==> src/rtl/strb_pkg.sv <==
`timescale 1ns / 1ps
// ----------------------------------------------------------------------------
// strb_pkg
// shared constants for the scrolling text ring buffer
// ----------------------------------------------------------------------------
package strb_pkg;

  // default geometry of the text box
  localparam int DEF_MAX_COLS = 14;
  localparam int DEF_MAX_ROWS = 6;

  // field widths
  localparam int CHAR_W  = 8;
  localparam int LW_W    = 4;  // line_width register
  localparam int LC_W    = 3;  // line_count register
  localparam int ORG_W   = 8;  // origin registers
  localparam int LINE_W  = 3;  // read_line
  localparam int POS_W   = 4;  // read_pos
  localparam int PROD_W  = LW_W + LC_W;

  // stream beat packing
  localparam int IN_DATA_W  = 16;  // char_in, read_line, read_pos, pad
  localparam int OUT_DATA_W = 24;  // char_out, col_addr, row_addr

  // configuration port
  localparam int CFG_IDX_W  = 8;
  localparam int CFG_DATA_W = 8;

  localparam logic [CFG_IDX_W-1:0] REG_LINE_WIDTH = 8'd0;
  localparam logic [CFG_IDX_W-1:0] REG_LINE_COUNT = 8'd1;
  localparam logic [CFG_IDX_W-1:0] REG_ORIGIN_COL = 8'd2;
  localparam logic [CFG_IDX_W-1:0] REG_ORIGIN_ROW = 8'd3;

  // character codes
  localparam logic [CHAR_W-1:0] SPACE_CHAR   = 8'h20;
  localparam logic [CHAR_W-1:0] NEWLINE_CHAR = 8'h0a;
  localparam logic [CHAR_W-1:0] RETURN_CHAR  = 8'h0d;

  // display columns advance by 8 per position
  localparam int COL_STEP_SHIFT = 3;

  // input kinds carried in tuser
  localparam logic OP_APPEND = 1'b0;
  localparam logic OP_READ   = 1'b1;

endpackage

==> src/rtl/strb_ram.sv <==
`timescale 1ns / 1ps
// ----------------------------------------------------------------------------
// strb_ram
// generic single-port-write, single-port-read ram with registered read
// ----------------------------------------------------------------------------
module strb_ram #(
  parameter int WIDTH = 8,
  parameter int DEPTH = 84
) (
  input  logic                                     clk,
  input  logic                                     we,
  input  logic [((DEPTH > 1) ? $clog2(DEPTH) : 1)-1:0] waddr,
  input  logic [WIDTH-1:0]                         wdata,
  input  logic                                     re,
  input  logic [((DEPTH > 1) ? $clog2(DEPTH) : 1)-1:0] raddr,
  output logic [WIDTH-1:0]                         rdata
);

  logic [WIDTH-1:0] mem [DEPTH];

  always_ff @(posedge clk) begin
    if (we) begin
      mem[waddr] <= wdata;
    end
    if (re) begin
      rdata <= mem[raddr];
    end
  end

endmodule

==> src/rtl/scrolling_text_ring_buffer.sv <==
`timescale 1ns / 1ps
// ----------------------------------------------------------------------------
// scrolling_text_ring_buffer
// character text box kept as a ring of line_width x line_count cells
// ----------------------------------------------------------------------------
// usage
//   s_axis: one beat per command. tuser selects append (0) or read (1).
//     append: char_in is stored at the write index and the index advances;
//     carriage return is dropped, newline pads spaces to the end of the line
//     and the oldest-line head moves on when the writer catches up with it.
//     read: returns the cell at (read_line, read_pos) counted from the head.
//   m_axis: one beat per read, none for an append. tdata holds char_out,
//     col_addr and row_addr; tuser holds in_range. out-of-range reads give a
//     space with in_range low.
//   cfg: index/data write channel, always ready. writing line_width or
//     line_count wipes the box to spaces (clears the per-cell valid bits).
// timing
//   append: the cell is written in the cycle the beat is accepted.
//   newline: up to line_width cells, one cell written per cycle through
//     the single ram write port. read: offset register, address add with
//     ram read, then output register; s_axis is ready again in the cycle
//     the result lands; a new read is not taken until the last one leaves
//     its read stages. the output register lets a new command in while a
//     read result waits; if the receiver stalls, a second read holds in
//     its last stage until the output register frees up.
// reset
//   synchronous rst: full-size box, origins zero, all cells blank,
//   write index 0, head at the last cell.
// ----------------------------------------------------------------------------
module scrolling_text_ring_buffer #(
  parameter int MAX_COLS = strb_pkg::DEF_MAX_COLS,
  parameter int MAX_ROWS = strb_pkg::DEF_MAX_ROWS
) (
  input  logic                              clk,
  input  logic                              rst,
  // command stream
  input  logic                              s_axis_tvalid,
  output logic                              s_axis_tready,
  // [7:0] char_in, [10:8] read_line, [14:11] read_pos, [15] zero
  input  logic [strb_pkg::IN_DATA_W-1:0]    s_axis_tdata,
  // [0] op
  input  logic                              s_axis_tuser,
  // result stream
  output logic                              m_axis_tvalid,
  input  logic                              m_axis_tready,
  // [7:0] char_out, [15:8] col_addr, [23:16] row_addr
  output logic [strb_pkg::OUT_DATA_W-1:0]   m_axis_tdata,
  // [0] in_range
  output logic                              m_axis_tuser,
  // configuration writes
  input  logic                              cfg_valid,
  output logic                              cfg_ready,
  input  logic [strb_pkg::CFG_IDX_W-1:0]    cfg_index,
  input  logic [strb_pkg::CFG_DATA_W-1:0]   cfg_data
);

  import strb_pkg::*;

  localparam int DEPTH   = MAX_COLS * MAX_ROWS;
  localparam int IDX_W   = (DEPTH > 1) ? $clog2(DEPTH) : 1;
  localparam int SZ_W    = $clog2(DEPTH + 1);
  localparam int SUM_W   = ((IDX_W > PROD_W) ? IDX_W : PROD_W) + 1;
  // register reset values, limited to what the register widths can hold
  localparam int RST_COLS = (MAX_COLS > 15) ? 15 : MAX_COLS;
  localparam int RST_ROWS = (MAX_ROWS > 7) ? 7 : MAX_ROWS;
  localparam int RST_SIZE = RST_COLS * RST_ROWS;

  typedef enum logic [3:0] {
    S_IDLE = 4'b0001,
    S_FILL = 4'b0010,
    S_ADDR = 4'b0100,
    S_DATA = 4'b1000
  } state_t;

  state_t state, state_next;

  // configuration registers
  logic [LW_W-1:0]  line_width;
  logic [LC_W-1:0]  line_count;
  logic [ORG_W-1:0] origin_col;
  logic [ORG_W-1:0] origin_row;
  logic [SZ_W-1:0]  buf_size;

  // ring pointers; wr_col tracks write_index mod line_width
  logic [IDX_W-1:0] write_index;
  logic [IDX_W-1:0] oldest_head;
  logic [LW_W-1:0]  wr_col;
  logic [DEPTH-1:0] cell_valid;

  // command fields
  logic             in_op;
  logic [CHAR_W-1:0] in_char;
  logic [LINE_W-1:0] in_line;
  logic [POS_W-1:0]  in_pos;
  logic              s_beat;

  assign in_op   = s_axis_tuser;
  assign in_char = s_axis_tdata[7:0];
  assign in_line = s_axis_tdata[10:8];
  assign in_pos  = s_axis_tdata[14:11];
  assign s_beat  = s_axis_tvalid && s_axis_tready;

  assign s_axis_tready = (state == S_IDLE);
  assign cfg_ready     = 1'b1;

  // held read request
  logic [LINE_W-1:0] rd_line;
  logic [POS_W-1:0]  rd_pos;
  logic              rd_ok;
  logic [PROD_W-1:0] rd_offset;   // line * line_width + pos
  logic              rd_cell_ok;  // in range and cell written since clear

  // ---------------------------------------------------------------------
  // one ring step: store a cell, advance the writer, push the head
  // ---------------------------------------------------------------------
  logic              put_en;
  logic [CHAR_W-1:0] put_char;
  logic [SZ_W:0]     widx_plus;
  logic [IDX_W-1:0]  widx_inc;
  logic [SZ_W:0]     head_plus;
  logic [IDX_W-1:0]  head_inc;
  logic [IDX_W-1:0]  head_after;
  logic [LW_W:0]     col_plus;
  logic [LW_W-1:0]   col_inc;

  always_comb begin
    widx_plus  = (SZ_W + 1)'(write_index) + 1'b1;
    widx_inc   = (widx_plus >= {1'b0, buf_size}) ? '0 : IDX_W'(widx_plus);
    head_plus  = (SZ_W + 1)'(oldest_head) + 1'b1;
    head_inc   = (head_plus >= {1'b0, buf_size}) ? '0 : IDX_W'(head_plus);
    head_after = (widx_inc == oldest_head) ? head_inc : oldest_head;
    col_plus   = {1'b0, wr_col} + 1'b1;
    col_inc    = (col_plus == {1'b0, line_width}) ? '0 : LW_W'(col_plus);
  end

  // ---------------------------------------------------------------------
  // control
  // ---------------------------------------------------------------------
  logic out_load;
  logic out_free;

  assign out_free = !m_axis_tvalid || m_axis_tready;

  always_comb begin
    state_next = state;
    put_en     = 1'b0;
    put_char   = SPACE_CHAR;
    out_load   = 1'b0;
    unique case (state)
      S_IDLE: begin
        if (s_beat) begin
          if (in_op == OP_READ) begin
            state_next = S_ADDR;
          end else if (in_char == NEWLINE_CHAR) begin
            state_next = S_FILL;
          end else if (in_char != RETURN_CHAR) begin
            put_en   = 1'b1;
            put_char = in_char;
          end
        end
      end
      S_FILL: begin
        put_en = 1'b1;
        if (col_inc == '0) begin
          state_next = S_IDLE;
        end
      end
      S_ADDR: begin
        state_next = S_DATA;
      end
      S_DATA: begin
        if (out_free) begin
          out_load   = 1'b1;
          state_next = S_IDLE;
        end
      end
      default: begin
        state_next = S_IDLE;
      end
    endcase
  end

  // ---------------------------------------------------------------------
  // read address: head + offset, folded once around the ring
  // ---------------------------------------------------------------------
  logic [SUM_W-1:0] rd_sum;
  logic [IDX_W-1:0] rd_addr;

  always_comb begin
    rd_sum  = SUM_W'(oldest_head) + SUM_W'(rd_offset);
    rd_addr = (rd_sum >= SUM_W'(buf_size)) ? IDX_W'(rd_sum - SUM_W'(buf_size))
                                           : IDX_W'(rd_sum);
  end

  logic [CHAR_W-1:0] ram_rdata;

  strb_ram #(
    .WIDTH (CHAR_W),
    .DEPTH (DEPTH)
  ) u_cells (
    .clk   (clk),
    .we    (put_en),
    .waddr (write_index),
    .wdata (put_char),
    .re    (state == S_ADDR),
    .raddr (rd_addr),
    .rdata (ram_rdata)
  );

  // ---------------------------------------------------------------------
  // configuration decode with clamping of the size registers
  // ---------------------------------------------------------------------
  logic              cfg_beat;
  logic [LW_W-1:0]   cfg_lw;
  logic [LC_W-1:0]   cfg_lc;
  logic [LW_W-1:0]   new_lw;
  logic [LC_W-1:0]   new_lc;
  logic [PROD_W-1:0] new_prod;
  logic              size_wr;

  assign cfg_beat = cfg_valid && cfg_ready;

  always_comb begin
    cfg_lw = cfg_data[LW_W-1:0];
    if (int'(cfg_lw) > MAX_COLS) cfg_lw = LW_W'(MAX_COLS);
    if (cfg_lw == '0) cfg_lw = LW_W'(1);
    cfg_lc = cfg_data[LC_W-1:0];
    if (int'(cfg_lc) > MAX_ROWS) cfg_lc = LC_W'(MAX_ROWS);
    if (cfg_lc == '0) cfg_lc = LC_W'(1);

    new_lw  = line_width;
    new_lc  = line_count;
    size_wr = 1'b0;
    if (cfg_beat && cfg_index == REG_LINE_WIDTH) begin
      new_lw  = cfg_lw;
      size_wr = 1'b1;
    end
    if (cfg_beat && cfg_index == REG_LINE_COUNT) begin
      new_lc  = cfg_lc;
      size_wr = 1'b1;
    end
    new_prod = PROD_W'(new_lw) * PROD_W'(new_lc);
  end

  // ---------------------------------------------------------------------
  // registers
  // ---------------------------------------------------------------------
  always_ff @(posedge clk) begin
    if (rst) begin
      state         <= S_IDLE;
      line_width    <= LW_W'(RST_COLS);
      line_count    <= LC_W'(RST_ROWS);
      origin_col    <= '0;
      origin_row    <= '0;
      buf_size      <= SZ_W'(RST_SIZE);
      write_index   <= '0;
      oldest_head   <= IDX_W'(RST_SIZE - 1);
      wr_col        <= '0;
      cell_valid    <= '0;
      m_axis_tvalid <= 1'b0;
    end else begin
      state <= state_next;

      if (out_load) begin
        m_axis_tvalid <= 1'b1;
      end else if (m_axis_tready) begin
        m_axis_tvalid <= 1'b0;
      end

      if (cfg_beat) begin
        if (cfg_index == REG_ORIGIN_COL) origin_col <= cfg_data[ORG_W-1:0];
        if (cfg_index == REG_ORIGIN_ROW) origin_row <= cfg_data[ORG_W-1:0];
      end
      // size change wipes the box
      if (size_wr) begin
        line_width  <= new_lw;
        line_count  <= new_lc;
        buf_size    <= SZ_W'(new_prod);
        write_index <= '0;
        oldest_head <= IDX_W'(SZ_W'(new_prod) - 1'b1);
        wr_col      <= '0;
        cell_valid  <= '0;
      end else if (put_en) begin
        cell_valid[write_index] <= 1'b1;
        write_index <= widx_inc;
        oldest_head <= head_after;
        wr_col      <= col_inc;
      end
    end
  end

  // read request and result payload
  always_ff @(posedge clk) begin
    if (state == S_IDLE && s_beat) begin
      rd_line   <= in_line;
      rd_pos    <= in_pos;
      rd_ok     <= ({1'b0, in_line} < {1'b0, line_count}) && (in_pos < line_width);
      rd_offset <= PROD_W'(in_line) * PROD_W'(line_width) + PROD_W'(in_pos);
    end
    if (state == S_ADDR) begin
      rd_cell_ok <= rd_ok && cell_valid[rd_addr];
    end
    if (out_load) begin
      m_axis_tdata[7:0]   <= rd_cell_ok ? ram_rdata : SPACE_CHAR;
      m_axis_tdata[15:8]  <= origin_col + ORG_W'({rd_pos, {COL_STEP_SHIFT{1'b0}}});
      m_axis_tdata[23:16] <= origin_row + ORG_W'(rd_line);
      m_axis_tuser        <= rd_ok;
    end
  end

  // ---------------------------------------------------------------------
  // assertions
  // ---------------------------------------------------------------------
  a_widx_in_ring: assert property (@(posedge clk) disable iff (rst)
    SZ_W'(write_index) < buf_size)
    else $error("write index outside ring");

  a_head_in_ring: assert property (@(posedge clk) disable iff (rst)
    SZ_W'(oldest_head) < buf_size)
    else $error("head outside ring");

  a_col_in_line: assert property (@(posedge clk) disable iff (rst)
    wr_col < line_width)
    else $error("write column past line width");

  a_fill_ends_at_line_start: assert property (@(posedge clk) disable iff (rst)
    (state == S_FILL && state_next == S_IDLE) |=> (wr_col == '0))
    else $error("newline fill ended mid-line");

  a_result_only_after_read: assert property (@(posedge clk) disable iff (rst)
    out_load |-> $past(state == S_ADDR) || $past(state == S_DATA))
    else $error("result loaded without a read");

endmodule
==> config.mk <==
export PLATFORM = sky130hd
export DESIGN_NAME = scrolling_text_ring_buffer
export DESIGN_NICKNAME = d
export VERILOG_FILES = /design/src/rtl/strb_pkg.sv /design/src/rtl/strb_ram.sv /design/src/rtl/scrolling_text_ring_buffer.sv
export SDC_FILE = /design/constraint.sdc
export NUM_CORES = 1
export LEC_CHECK = 0
export ABC_AREA = 0
export BUFFER_PORTS_ARGS = -buffer_cell sky130_fd_sc_hd__buf_2
export CORE_MARGIN = 10
export CORE_UTILIZATION = 40
export DETAILED_ROUTE_END_ITERATION = 10
export PLACE_DENSITY = 0.65
export SYNTH_ARGS = -nofsm -noshare
export SYNTH_HDL_FRONTEND = slang
export SYNTH_HIERARCHICAL = 1
export SYNTH_SLANG_ARGS = --single-unit
==> constraint.sdc <==
create_clock -name clk -period 6.2 [get_ports clk]
set_input_delay 1.24 -clock clk [delete_from_list [all_inputs] [get_ports clk]]
set_output_delay 1.24 -clock clk [all_outputs]
set_load 0.005 [all_outputs]
==> impl_metrics.tcl <==
set metrics [dict create \
    tritoncts "done" \
    drt-initial-drc-count 1838 \
    hold_violations 0 \
    final_area_um2 40850 \
    clock-skew-final_ns 0.04254 \
    io_buffers 63 \
    p_leak_nw 13.62 \
    ir_worst_vdd_uv 282.4 \
    fin_tns_setup_ns 0 \
    die_w_um 320.7 \
    min_from "origin_col[2]$_SDFFE_PP0P_" \
    hold_end "m_axis_tdata[10]$_DFFE_PP_" \
    ant_nets 0 \
    critPathArrivalTime_ns 6.07 \
    yosysTopAreaCell "edfxtp_1" \
    slowest_stage "inv_4" \
    crit_family "compound AO/OA/AOI/OAI gates" \
    grt_pass1_wl_um 126500 \
    finalWirelength_um 83100 \
    relSlewSlack_pct 6.571 \
    synth_most_common_cell "edfxtp_1" \
    overflow 0 \
    path_clk_slew_ns 0.06 \
    period_minus_slack_ns 5.734 \
    maxSlewViolCount 0 \
    synth.distinct_cells 80 \
    cts_resized 0 \
    hold_class "flip-flop to flip-flop" \
    slowest_delay_ns 0.67 \
    rows 110 \
    syn_area_per_cell_um2 15.88 \
    holdPathStages 0 \
    syn_nets 2389 \
    critPathLaunchType "flip-flop" \
    dp_hpwl_um 53310 \
    n_antenna_cell 0 \
    layout.nets 2485 \
    gp_congestion 0.8684 \
    clockBufferDepth 3 \
    ys_seq_area_share_pct 67.43 \
    cts_setup_buffers 0 \
    worst_slew_pin_slew_ns 1.389 \
    die_area_um2 102900 \
    cts_made_buffers 87 \
    worst_r2r_path_depth 17 \
    fmax_mhz 174.4 \
    cts_root_buffer "clkbuf_16" \
    cts_hold_buf 0 \
    vias_per_cell 5.622 \
    ys_seq_elements 858 \
    start_util_pct 40.25 \
    ys.flop_type "edfxtp_1" \
    cts_sinks 858 \
    antenna_found_initial 0 \
    die_h_um 320.7 \
    crit_chain "ha_1, a21oi_1, nand2_1, xnor2_1, inv_1, ha_1, nor2_1, a21oi_2, o211a_1, o21ai_1, o21ai_4, inv_4, mux4_2, nand2_1, a31oi_1, a2111oi_0, o32ai_1" \
    setup_viol_count_final 0 \
    place_ws_ns 0.5064 \
    grt_max_degree 87 \
    track_usage_pct 15.97 \
    layout_setup_ws_ns 0.4656 \
    cts_htree_levels 3 \
    powerDensity_nw_per_um2 395.4 \
    pin_count 66 \
    ys_async_sr_fraction_pct 0 \
    status "finished clean" \
    final_cells 3623 \
    rr_startpoint "oldest_head[2]$_SDFFE_PP0P_" \
    synthTopCellsByArea "edfxtp_1 60%, mux4_2 11%, dfxtp_1 7.6%" \
    period_share_pct 92.49 \
    rsz0062_at_grt "no" \
    fill_cells 7646 \
    endpoint_kind "flip-flop" \
    vias 20370 \
    maxCapViolCount 0 \
    crit_required_ns 6.54 \
    synth_edf_count 721 \
    place_area_um2 37910 \
    r2r_slack_ns 0.47 \
    grt_pass1_vias 20440 \
    criticalPathCategory "flip-flop to flip-flop" \
    yosys.area.top_type_share_pct 59.85 \
    drc 0 \
    yosys_warnings 6 \
    reg2reg_to "rd_cell_ok$_DFFE_PP_" \
    crit_fanout 55 \
    wl_per_cell_um 22.94 \
    first_pass_iters 6 \
    placed_cells 3461 \
    yosys-top-cells-count "721 x edfxtp_1, 251 x nor2_1, 179 x mux4_2" \
    coreArea_um2 89870 \
    netlist_area_um2 36180 \
    area_growth_pct 12.91 \
    cp.buffers_inverters 2 \
    clk_latency_ns 0.66 \
    drive_above_1_share_pct 18.59 \
    syn_inst 2278 \
]
## per-stage QoR
stage / hold slack, ns / util, % / power (mW)
finish: 0.4356 / 45.45 / 16.15
global route: 0.4493 / 45.45 / 16.80
CTS: 0.4327 / 45.45 / 16.26
detailed placement: 0.4180 / 42.18 / 10.93
global placement: 0.4186 / 42.18 / 10.90
floorplan: 0.4080 / - / 9.526
## kinds of logic (layout without fill, tap and decap cells)
kind of cell / Yosys count / count (layout) / share of synthesized area, %
xor+xnor: 51 / 51 / 1.235
buf+inv: 163 / 332 / 2.093
flops: 858 / 858 / 67.43
fa+ha+maj: 73 / 73 / 2.774
simple gates: 549 / 549 / 7.097
other cells: 1 / 1 / 0.01037
mux: 285 / 285 / 14.11
compound gates: 298 / 298 / 5.254
## how the worst max path moves through the flow
stage	endpoint	start	slack, ns	cells past startpoint
3_3_place_gp	rd_cell_ok$_DFFE_PP_	oldest_head[2]$_SDFFE_PP0P_	0.53	17
5_1_grt	rd_cell_ok$_DFFE_PP_	oldest_head[2]$_SDFFE_PP0P_	0.19	17
6_report	rd_cell_ok$_DFFE_PP_	oldest_head[2]$_SDFFE_PP0P_	0.47	17
4_1_cts	rd_cell_ok$_DFFE_PP_	oldest_head[2]$_SDFFE_PP0P_	0.50	17
3_5_place_dp	rd_cell_ok$_DFFE_PP_	oldest_head[2]$_SDFFE_PP0P_	0.51	17
2_1_floorplan	u_cells/rdata[5]$_DFFE_PP_	oldest_head[0]$_SDFFE_PP1P_	1.20	25
## state kept, by name, summed over array words and instances, names as in the netlist, 3 cells and up
signal	flops
line_width	4
oldest_head	7
wr_col	4
line_count	3
u_cells/rdata	8
buf_size	7
rd_pos	4
rd_offset	7
m_axis_tdata	24
u_cells/mem	672
cell_valid	84
state	4
origin_row	8
write_index	7
rd_line	3
origin_col	8
## layout by cell type, fill, tap and decap left out, types with 18 or more instances in the layout
master	instances
mux4_2	179
a22oi_1	18
buf_4	46
o21ai_0	32
a21oi_1	132
and2_1	29
mux2i_1	101
buf_2	63
nand2_1	101
nor2_1	251
ha_1	61
edfxtp_1	721
nand2b_1	21
nand3_1	36
a21o_1	18
clkbuf_16	87
xnor2_1	39
dfxtp_1	137
nor3_1	25
clkbuf_1	22
inv_1	48
## final cells by class
class / instances / area [um^2] / share of cell area [%]
clock inverters: 50 / 640.6 / 1.568
multi-input cells: 1257 / 11060 / 27.07
clock buffers: 112 / 2301 / 5.633
repair buffers: 114 / 760.7 / 1.862
inverters: 56 / 225.2 / 0.5514
flip-flops and latches: 858 / 24390 / 59.72
well taps: 1176 / 1471 / 3.602
## power by group
part | internal [mW] | switching [mW] | total (mW) | leakage, nW
logic | 1.88 | 2.60 | 4.49 | 4.72
registers | 6.32 | 0.0179 | 6.34 | 7.49
clock network | 3.12 | 2.21 | 5.33 | 1.41
## routing by layer
| metal | wire [um] | up-vias | GRT usage (%) | share of wire [%] |
|---|---|---|---|---|
| li1 | - | 9018 | - | - |
| met1 | 35150 | 10410 | 21.70 | 42 |
| met2 | 39430 | 811 | 25.50 | 47 |
| met3 | 6512 | 127 | 3.186 | 7.8 |
| met4 | 2001 | 0 | 5.266 | 2.4 |
| met5 | 0 | - | 0 | 0 |
No activity file was read; power rests on OpenSTA's default activity.
